`config.mk`:
```
export PLATFORM = sky130hd
export DESIGN_NAME = utf8_to_utf16_decoder_unit
export DESIGN_NICKNAME = d
export VERILOG_FILES = /design/src/design/u8u16_pkg.sv /design/src/design/u8u16_front.sv /design/src/design/u8u16_queue.sv /design/src/design/u8u16_back.sv /design/src/design/utf8_to_utf16_decoder_unit.sv
export SDC_FILE = /design/constraint.sdc
export NUM_CORES = 1
export LEC_CHECK = 0
export ABC_AREA = 1
export BUFFER_PORTS_ARGS = -buffer_cell sky130_fd_sc_hd__buf_2
export CAP_MARGIN = 0
export CELL_PAD_IN_SITES_DETAIL_PLACEMENT = 2
export CELL_PAD_IN_SITES_GLOBAL_PLACEMENT = 2
export CORE_UTILIZATION = 25
export CTS_CLUSTER_DIAMETER = 200
export DETAILED_ROUTE_END_ITERATION = 10
export PLACE_DENSITY_LB_ADDON = 0.1
export SLEW_MARGIN = 20
export SYNTH_ARGS = -nofsm -noshare
export SYNTH_HDL_FRONTEND = slang
export SYNTH_SLANG_ARGS = --single-unit
```
`constraint.sdc`:
```
create_clock -name clk -period 3.9 [get_ports clk]
set_input_delay 0.78 -clock clk [delete_from_list [all_inputs] [get_ports clk]]
set_output_delay 0.78 -clock clk [all_outputs]
set_load 0.1 [all_outputs]
```
`src/design/u8u16_pkg.sv`:
```
package u8u16_pkg;

  typedef enum logic [1:0] {
    ST_OK      = 2'd0,
    ST_ILLEGAL = 2'd1,
    ST_TOO_FEW = 2'd2
  } status_t;

  typedef struct packed {
    logic [7:0] byte_in;
    logic       end_of_string;
  } in_item_t;

  typedef struct packed {
    logic [15:0] code_unit;
    logic        unit_valid;
    logic [1:0]  status;
    logic        last;
  } out_item_t;

  // One decoded transaction from the front: a single result, or the high half
  // of a surrogate pair in res plus the low half in low_unit.
  typedef struct packed {
    logic        pair;
    out_item_t   res;
    logic [15:0] low_unit;
  } q_entry_t;

  typedef struct packed {
    logic empty;
    logic full;
  } q_status_t;

  localparam int QDepth = 4;
  localparam int QAw    = $clog2(QDepth);

  localparam logic [7:0] AsciiEnd    = 8'h80;
  localparam logic [7:0] LeadMin     = 8'hc2;
  localparam logic [7:0] Lead3Min    = 8'he0;
  localparam logic [7:0] Lead4Min    = 8'hf0;
  localparam logic [7:0] LeadEnd     = 8'hf8;
  localparam logic [7:0] Lead3NoOvl  = 8'he1;
  localparam logic [7:0] Lead3Surr   = 8'hed;
  localparam logic [7:0] Lead4NoOvl  = 8'hf1;
  localparam logic [7:0] Lead4Max    = 8'hf4;
  localparam logic [7:0] Cont3Split  = 8'ha0;
  localparam logic [7:0] Cont4Split  = 8'h90;
  localparam logic [20:0] SuppBase   = 21'h10000;
  localparam logic [5:0] HighSurrTag = 6'b110110;
  localparam logic [5:0] LowSurrTag  = 6'b110111;

  function automatic logic is_cont(input logic [7:0] x);
    return x[7:6] == 2'b10;
  endfunction

endpackage

```
`src/design/u8u16_front.sv`:
```
module u8u16_front import u8u16_pkg::*; (
  input  logic     clk,
  input  logic     rst_n,
  input  logic     accept,
  input  in_item_t item,
  output logic     emit,
  output q_entry_t entry
);

  logic [7:0] lead_r, lead_nxt;
  logic [7:0] held_r [2];
  logic [1:0] cnt_r, cnt_nxt;
  logic [1:0] need_r, need_nxt;
  logic       skip_r, skip_nxt;
  status_t    saved_r, saved_nxt;
  logic       held_we;

  logic [7:0]  b, c, b1, b2;
  logic        eos;
  logic        ok2, ok3, ok;
  logic [15:0] unit2;
  logic [9:0]  unit3;
  logic [20:0] cp4;
  logic [19:0] off4;

  assign b   = item.byte_in;
  assign eos = item.end_of_string;
  assign c   = lead_r;
  assign b1  = held_r[0];
  assign b2  = held_r[1];

  assign ok2 = is_cont(b1) && is_cont(b) && (c >= Lead3NoOvl || b1 >= Cont3Split)
               && (c != Lead3Surr || b1 < Cont3Split);
  assign ok3 = is_cont(b1) && is_cont(b2) && is_cont(b)
               && (c >= Lead4NoOvl || b1 >= Cont4Split)
               && (c < Lead4Max || (c == Lead4Max && b1 < Cont4Split));
  assign unit2 = {c[3:0], b1[5:0], b[5:0]};
  assign cp4   = {c[2:0], b1[5:0], b2[5:0], b[5:0]};
  assign off4  = 20'(cp4 - SuppBase);
  assign unit3 = off4[19:10];

  always_comb begin
    lead_nxt  = lead_r;
    cnt_nxt   = cnt_r;
    need_nxt  = need_r;
    skip_nxt  = skip_r;
    saved_nxt = saved_r;
    held_we   = 1'b0;
    emit      = 1'b0;
    ok        = 1'b1;
    entry     = '0;
    entry.res.status = ST_OK;
    entry.res.last   = eos;

    if (skip_r) begin
      if (eos) begin
        emit             = 1'b1;
        entry.res.status = saved_r;
        skip_nxt         = 1'b0;
        saved_nxt        = ST_OK;
      end
    end else if (need_r == 2'd0) begin
      if (b < AsciiEnd) begin
        emit                 = 1'b1;
        entry.res.code_unit  = {8'd0, b};
        entry.res.unit_valid = 1'b1;
      end else if (b < LeadMin || b >= LeadEnd) begin
        ok = 1'b0;
      end else begin
        lead_nxt = b;
        need_nxt = (b < Lead3Min) ? 2'd1 : ((b < Lead4Min) ? 2'd2 : 2'd3);
        cnt_nxt  = 2'd0;
        if (eos) begin
          emit             = 1'b1;
          entry.res.status = ST_TOO_FEW;
          need_nxt         = 2'd0;
        end
      end
    end else if (3'(cnt_r) + 3'd1 < 3'(need_r)) begin
      held_we = 1'b1;
      cnt_nxt = cnt_r + 2'd1;
      if (eos) begin
        emit             = 1'b1;
        entry.res.status = ST_TOO_FEW;
        need_nxt         = 2'd0;
        cnt_nxt          = 2'd0;
      end
    end else begin
      // Sequence complete: check and convert
      need_nxt = 2'd0;
      cnt_nxt  = 2'd0;
      case (need_r)
        2'd1: begin
          ok = is_cont(b);
          entry.res.code_unit = {5'd0, c[4:0], b[5:0]};
        end
        2'd2: begin
          ok = ok2;
          entry.res.code_unit = unit2;
        end
        default: begin
          ok = ok3;
          entry.pair          = 1'b1;
          entry.res.code_unit = {HighSurrTag, unit3};
          entry.low_unit      = {LowSurrTag, off4[9:0]};
        end
      endcase
      if (ok) begin
        emit                 = 1'b1;
        entry.res.unit_valid = 1'b1;
      end
    end

    if (!ok) begin
      entry = '0;
      need_nxt = 2'd0;
      cnt_nxt  = 2'd0;
      if (eos) begin
        emit             = 1'b1;
        entry.res.status = ST_ILLEGAL;
        entry.res.last   = 1'b1;
      end else begin
        skip_nxt  = 1'b1;
        saved_nxt = ST_ILLEGAL;
      end
    end

    // Any end of string returns to idle
    if (eos) begin
      need_nxt  = 2'd0;
      cnt_nxt   = 2'd0;
      skip_nxt  = 1'b0;
      saved_nxt = ST_OK;
    end
  end

  always_ff @(posedge clk) begin
    if (!rst_n) begin
      lead_r  <= '0;
      cnt_r   <= '0;
      need_r  <= '0;
      skip_r  <= 1'b0;
      saved_r <= ST_OK;
    end else if (accept) begin
      lead_r  <= lead_nxt;
      cnt_r   <= cnt_nxt;
      need_r  <= need_nxt;
      skip_r  <= skip_nxt;
      saved_r <= saved_nxt;
    end
  end

  always_ff @(posedge clk) begin
    if (accept && held_we) begin
      held_r[cnt_r[0]] <= b;
    end
  end

endmodule

```
`src/design/u8u16_queue.sv`:
```
module u8u16_queue import u8u16_pkg::*; (
  input  logic      clk,
  input  logic      rst_n,
  input  logic      push,
  input  q_entry_t  push_data,
  input  logic      pop,
  output q_entry_t  head,
  output q_status_t stat
);

  q_entry_t       mem_r [QDepth];
  logic [QAw-1:0] wr_r, rd_r;
  logic [QAw:0]   cnt_r;

  assign stat.empty = (cnt_r == '0);
  assign stat.full  = (cnt_r == (QAw+1)'(QDepth));
  assign head       = mem_r[rd_r];

  always_ff @(posedge clk) begin
    if (!rst_n) begin
      wr_r  <= '0;
      rd_r  <= '0;
      cnt_r <= '0;
    end else begin
      if (push) begin
        wr_r <= wr_r + 1'b1;
      end
      if (pop) begin
        rd_r <= rd_r + 1'b1;
      end
      cnt_r <= cnt_r + (QAw+1)'(push) - (QAw+1)'(pop);
    end
  end

  always_ff @(posedge clk) begin
    if (push) begin
      mem_r[wr_r] <= push_data;
    end
  end

endmodule

```
`src/design/u8u16_back.sv`:
```
module u8u16_back import u8u16_pkg::*; (
  input  logic      clk,
  input  logic      rst_n,
  input  q_entry_t  head,
  input  q_status_t qstat,
  output logic      deq,
  output out_item_t res,
  output logic      res_valid,
  input  logic      res_take
);

  out_item_t res_r, res_nxt;
  logic      valid_r, valid_nxt;
  logic      phase_r, phase_nxt;
  logic      load;

  assign load = !valid_r || res_take;

  always_comb begin
    res_nxt   = res_r;
    valid_nxt = valid_r;
    phase_nxt = phase_r;
    deq       = 1'b0;
    if (load) begin
      if (phase_r) begin
        // Send the low half of the surrogate pair, then retire the entry
        res_nxt.code_unit  = head.low_unit;
        res_nxt.unit_valid = 1'b1;
        res_nxt.status     = ST_OK;
        res_nxt.last       = head.res.last;
        valid_nxt          = 1'b1;
        phase_nxt          = 1'b0;
        deq                = 1'b1;
      end else if (!qstat.empty) begin
        res_nxt   = head.res;
        valid_nxt = 1'b1;
        if (head.pair) begin
          res_nxt.last = 1'b0;
          phase_nxt    = 1'b1;
        end else begin
          deq = 1'b1;
        end
      end else begin
        valid_nxt = 1'b0;
      end
    end
  end

  always_ff @(posedge clk) begin
    if (!rst_n) begin
      valid_r <= 1'b0;
      phase_r <= 1'b0;
    end else begin
      valid_r <= valid_nxt;
      phase_r <= phase_nxt;
    end
  end

  always_ff @(posedge clk) begin
    res_r <= res_nxt;
  end

  assign res       = res_r;
  assign res_valid = valid_r;

endmodule

```
`src/design/utf8_to_utf16_decoder_unit.sv`:
```
// UTF-8 to UTF-16 decoder. Takes one byte per clock while in_full is low; a
// byte is decoded in the cycle it is accepted and its results go into a
// four-entry queue. The result side delivers one UTF-16 unit per clock while
// out_pop takes each one, so a four-byte sequence (surrogate pair) gives two
// units on out_data; sustained input is one byte per cycle unless out_pop
// stalls, when in_full rises once the queue fills. Results pass through the
// queue and the output register before they reach out_data. Bad sequences
// give a status-only result (unit_valid low) at string end, with last set.
module utf8_to_utf16_decoder_unit import u8u16_pkg::*; (
  input  logic      clk,
  input  logic      rst_n,
  input  logic      in_push,
  input  in_item_t  in_data,
  output logic      in_full,
  output logic      out_empty,
  input  logic      out_pop,
  output out_item_t out_data
);

  logic      accept;
  logic      emit;
  q_entry_t  entry;
  q_entry_t  head;
  q_status_t qstat;
  logic      deq;
  logic      res_valid;

  assign in_full = qstat.full;
  assign accept  = in_push && !qstat.full;

  u8u16_front u_front (
    .clk    (clk),
    .rst_n  (rst_n),
    .accept (accept),
    .item   (in_data),
    .emit   (emit),
    .entry  (entry)
  );

  u8u16_queue u_queue (
    .clk       (clk),
    .rst_n     (rst_n),
    .push      (accept && emit),
    .push_data (entry),
    .pop       (deq),
    .head      (head),
    .stat      (qstat)
  );

  u8u16_back u_back (
    .clk       (clk),
    .rst_n     (rst_n),
    .head      (head),
    .qstat     (qstat),
    .deq       (deq),
    .res       (out_data),
    .res_valid (res_valid),
    .res_take  (out_pop && res_valid)
  );

  assign out_empty = !res_valid;

endmodule
```
==> flow_summary.toml <==
[synthesis]
netlist.area_leader.share = 0.6191
synth-warning-count = 0
synth_nets = 717
synthFlopType = "edfxtp_1"
synth-edff-count = 160
seq_area_frac_synth = 0.6810
yosysTopAreaCell = "edfxtp_1"
ys_top_cells_by_area = "edfxtp_1 (62%), nor2_1 (6.8%), dfxtp_1 (6.2%), o21ai_0 (4.4%), nand2_1 (3.1%)"
synth_area_um2 = 7761
synth.avg_cell_area_um2 = 11.26
ys_ff_latch = 184
synthesis.instances = 689
synth-async-reset-ratio = 0
ys_types = 41

[worst_setup_path]
crit_arrival_ns = 3.79
crit_fanout = 5
cpPeakStageDelay_ns = 0.45
required_ns = 4.28
critical_path.most_common_cell = "nand2_1"
crit_family = "adder cells"
end_kind = "flop"
critPathBufInv = 3
startpoint_type = "flop"
path_cells = "inv_1 > ha_1 > a21boi_0 > nand2_1 > nand2_1 > nand3_1 > nand2_1 > nand2_1 > nand3_2 > nand3_1 > nand2_1 > nand2_1 > and2_1 > ha_1 > inv_1 > ha_1 > fa_1 > inv_1 > o21ai_0 > a21oi_1"
cp_slowest_cell = "edfxtp_1"
path_class = "flop to flop"

[cts]
post_cts_buffers = 0
cts.sinks = 184
cts-resized-gates = 0
cts-buffers-inserted = 17
clock_path_buffers = 2
clk_pin_slew_ns = 0.08
insertion_delay_ns = 0.45
tritoncts = "yes"
htree_levels = 4
ctsHoldBuffers = 0
clockRootBuffer = "clkbuf_16"

[layout]
n_antenna_cell = 0
nets = 759
final_util = 0.2944
final_common_cell = "edfxtp_1"
layoutNonFillerInstCount = 1140
areaGrowthSynthToFinish_pct = 16.04
drive_gt1_frac = 0.1263
mostFrequentLayoutCells = "edfxtp_1 (160), nor2_1 (141), o21ai_0 (68)"

[grt]
grt_max_degree = 47
grt_remaining_overflow = 0
antenna_found_initial = 0
grt_pass1_vias = 5838
grt_use_total = 0.1544
grt_pass1_wl_um = 35280

[power_and_ir_drop]
power_density_nw_per_um2 = 794.5
power.leakage_nw = 3.340
peakVddDrop_v = 0.0003014

[sta]
drv_slew = 0
hold_viol_final = 0
fin_worst_skew_ns = 0.01830
finalCriticalPeriod_ns = 3.415
relSlewSlack = 0.4304
tns_ns = 0
tightest_slew_ns = 0.8493
rsz0062_at_grt = "false"
finalSetupViolCount = 0
min_period_over_period = 0.8756
fmax_mhz = 292.8
holdWs_ns = 0.4800

[floorplanning]
ios = 35
core_um2 = 30590
die_w_um = 178.2
start_util = 0.2537
fp.dieH_um = 178.2
rows = 64
die_area_um2 = 31750

[routing]
vias_per_cell = 4.638
drtIter0Drc = 250
remaining_drc_errors = 0
drt_wl_total_um = 22540
dr.pass1.iters = 4
wl_per_cell_um = 19.77
via_count = 5287
drtAntennaViolNets = 0

[run]
drv_cap = 0

[hold_path]
hold_class = "flop to flop"

[placement]
port-buffer-count = 34
globalplace.congestion = 0.7805
dp_hpwl_um = 15090
dp_cells = 1108

[outcome]
status = "finished, final reports clean"
-- flip-flops by register name, summed over array words and instances (netlist names), named ones only --
register and count:
u_front.held_r 16, u_front.skip_r 1, u_back.res 20, u_back.phase_r 1
u_front.c 8, u_front.cnt_r 2, u_front.need_r 2, u_queue.rd_r 2
u_back.res_valid 1, u_queue.cnt_r 3, u_queue.mem_r 124, u_queue.wr_r 2
-- final timing paths --
| path | slack [ns] | startpoint | cells after the start | end |
|---|---|---|---|---|
| setup / recovery | 0.49 | u_front.held_r[0][4] | 20 | u_queue.cnt_r[2] |
| hold / removal | 0.48 | u_front.c[6] | 2 | u_front.c[6] |
| setup reg to reg | 0.49 | u_front.held_r[0][4] | 20 | u_queue.cnt_r[2] |
| hold reg to reg | 0.48 | u_front.c[6] | 2 | u_front.c[6] |
-- tightest hold or removal path: stages, from the launching register on --
cell     delay [ns]
dfxtp_1        0.33
nor2_1         0.05
nor2_1         0.07
-- where the power goes --
group / total, mW / internal (mW) / switching, mW / leakage (nW)
logic: 2.72 / 0.552 / 2.16 / 1.32
registers: 2.76 / 2.65 / 0.107 / 1.75
clock network: 1.68 / 0.907 / 0.772 / 0.270
-- routing by layer --
metal | global-route usage | part of all wire
met1 | 0.2074 | 0.49
met2 | 0.2534 | 0.48
met3 | 0.02579 | 0.022
met4 | 0.04767 | 0.011
met5 | 0 | 0
-- stage by stage --
stage / power [mW] / cell area, um2 / setup WS, ns
finish: 7.156 / 9006 / 0.4851
global route: 7.613 / 9006 / 0.1107
CTS: 7.298 / 9006 / 0.4269
detailed placement: 5.594 / 8439 / 0.3929
global placement: 5.523 / 8439 / 0.5076
floorplan: 4.794 / 7761 / 0.8704
-- Yosys cell counts (2+ instances only) --
| cell | number |
|---|---|
| edfxtp_1 | 160 |
| nor2_1 | 141 |
| o21ai_0 | 68 |
| nand2_1 | 65 |
| inv_1 | 59 |
| a21oi_1 | 39 |
| dfxtp_1 | 24 |
| clkbuf_1 | 22 |
| nand3_1 | 18 |
| a31oi_1 | 13 |
| ha_1 | 13 |
| o22ai_1 | 11 |
| a22oi_1 | 6 |
| nor3_1 | 6 |
| a221o_1 | 5 |
| a211oi_1 | 4 |
| buf_2 | 4 |
| nor2_2 | 4 |
| fa_1 | 2 |
| nand2_4 | 2 |
| nand4_1 | 2 |
| o211ai_1 | 2 |
-- cells by family (layout without fill, tap and decap cells) --
| logic type | Yosys count | after routing | share of synthesized area |
|---|---|---|---|
| compound gates | 154 | 154 | 0.1145 |
| xor+xnor | 1 | 1 | 0.001129 |
| fa+ha+maj | 15 | 15 | 0.02612 |
| buf+inv | 88 | 143 | 0.04417 |
| flops | 184 | 184 | 0.6810 |
| simple gates | 247 | 247 | 0.1332 |
-- final cells by class --
class | instances | area [um2]
clock inverters | 12 | 120.1
well taps | 396 | 495.5
flip-flops and latches | 184 | 5286
clock buffers | 20 | 446.7
multi-input cells | 417 | 2138
inverters | 61 | 229.0
repair buffers | 50 | 290.3
fillers | 3318 | 21580
No activity file was read; power rests on OpenSTA's default activity.
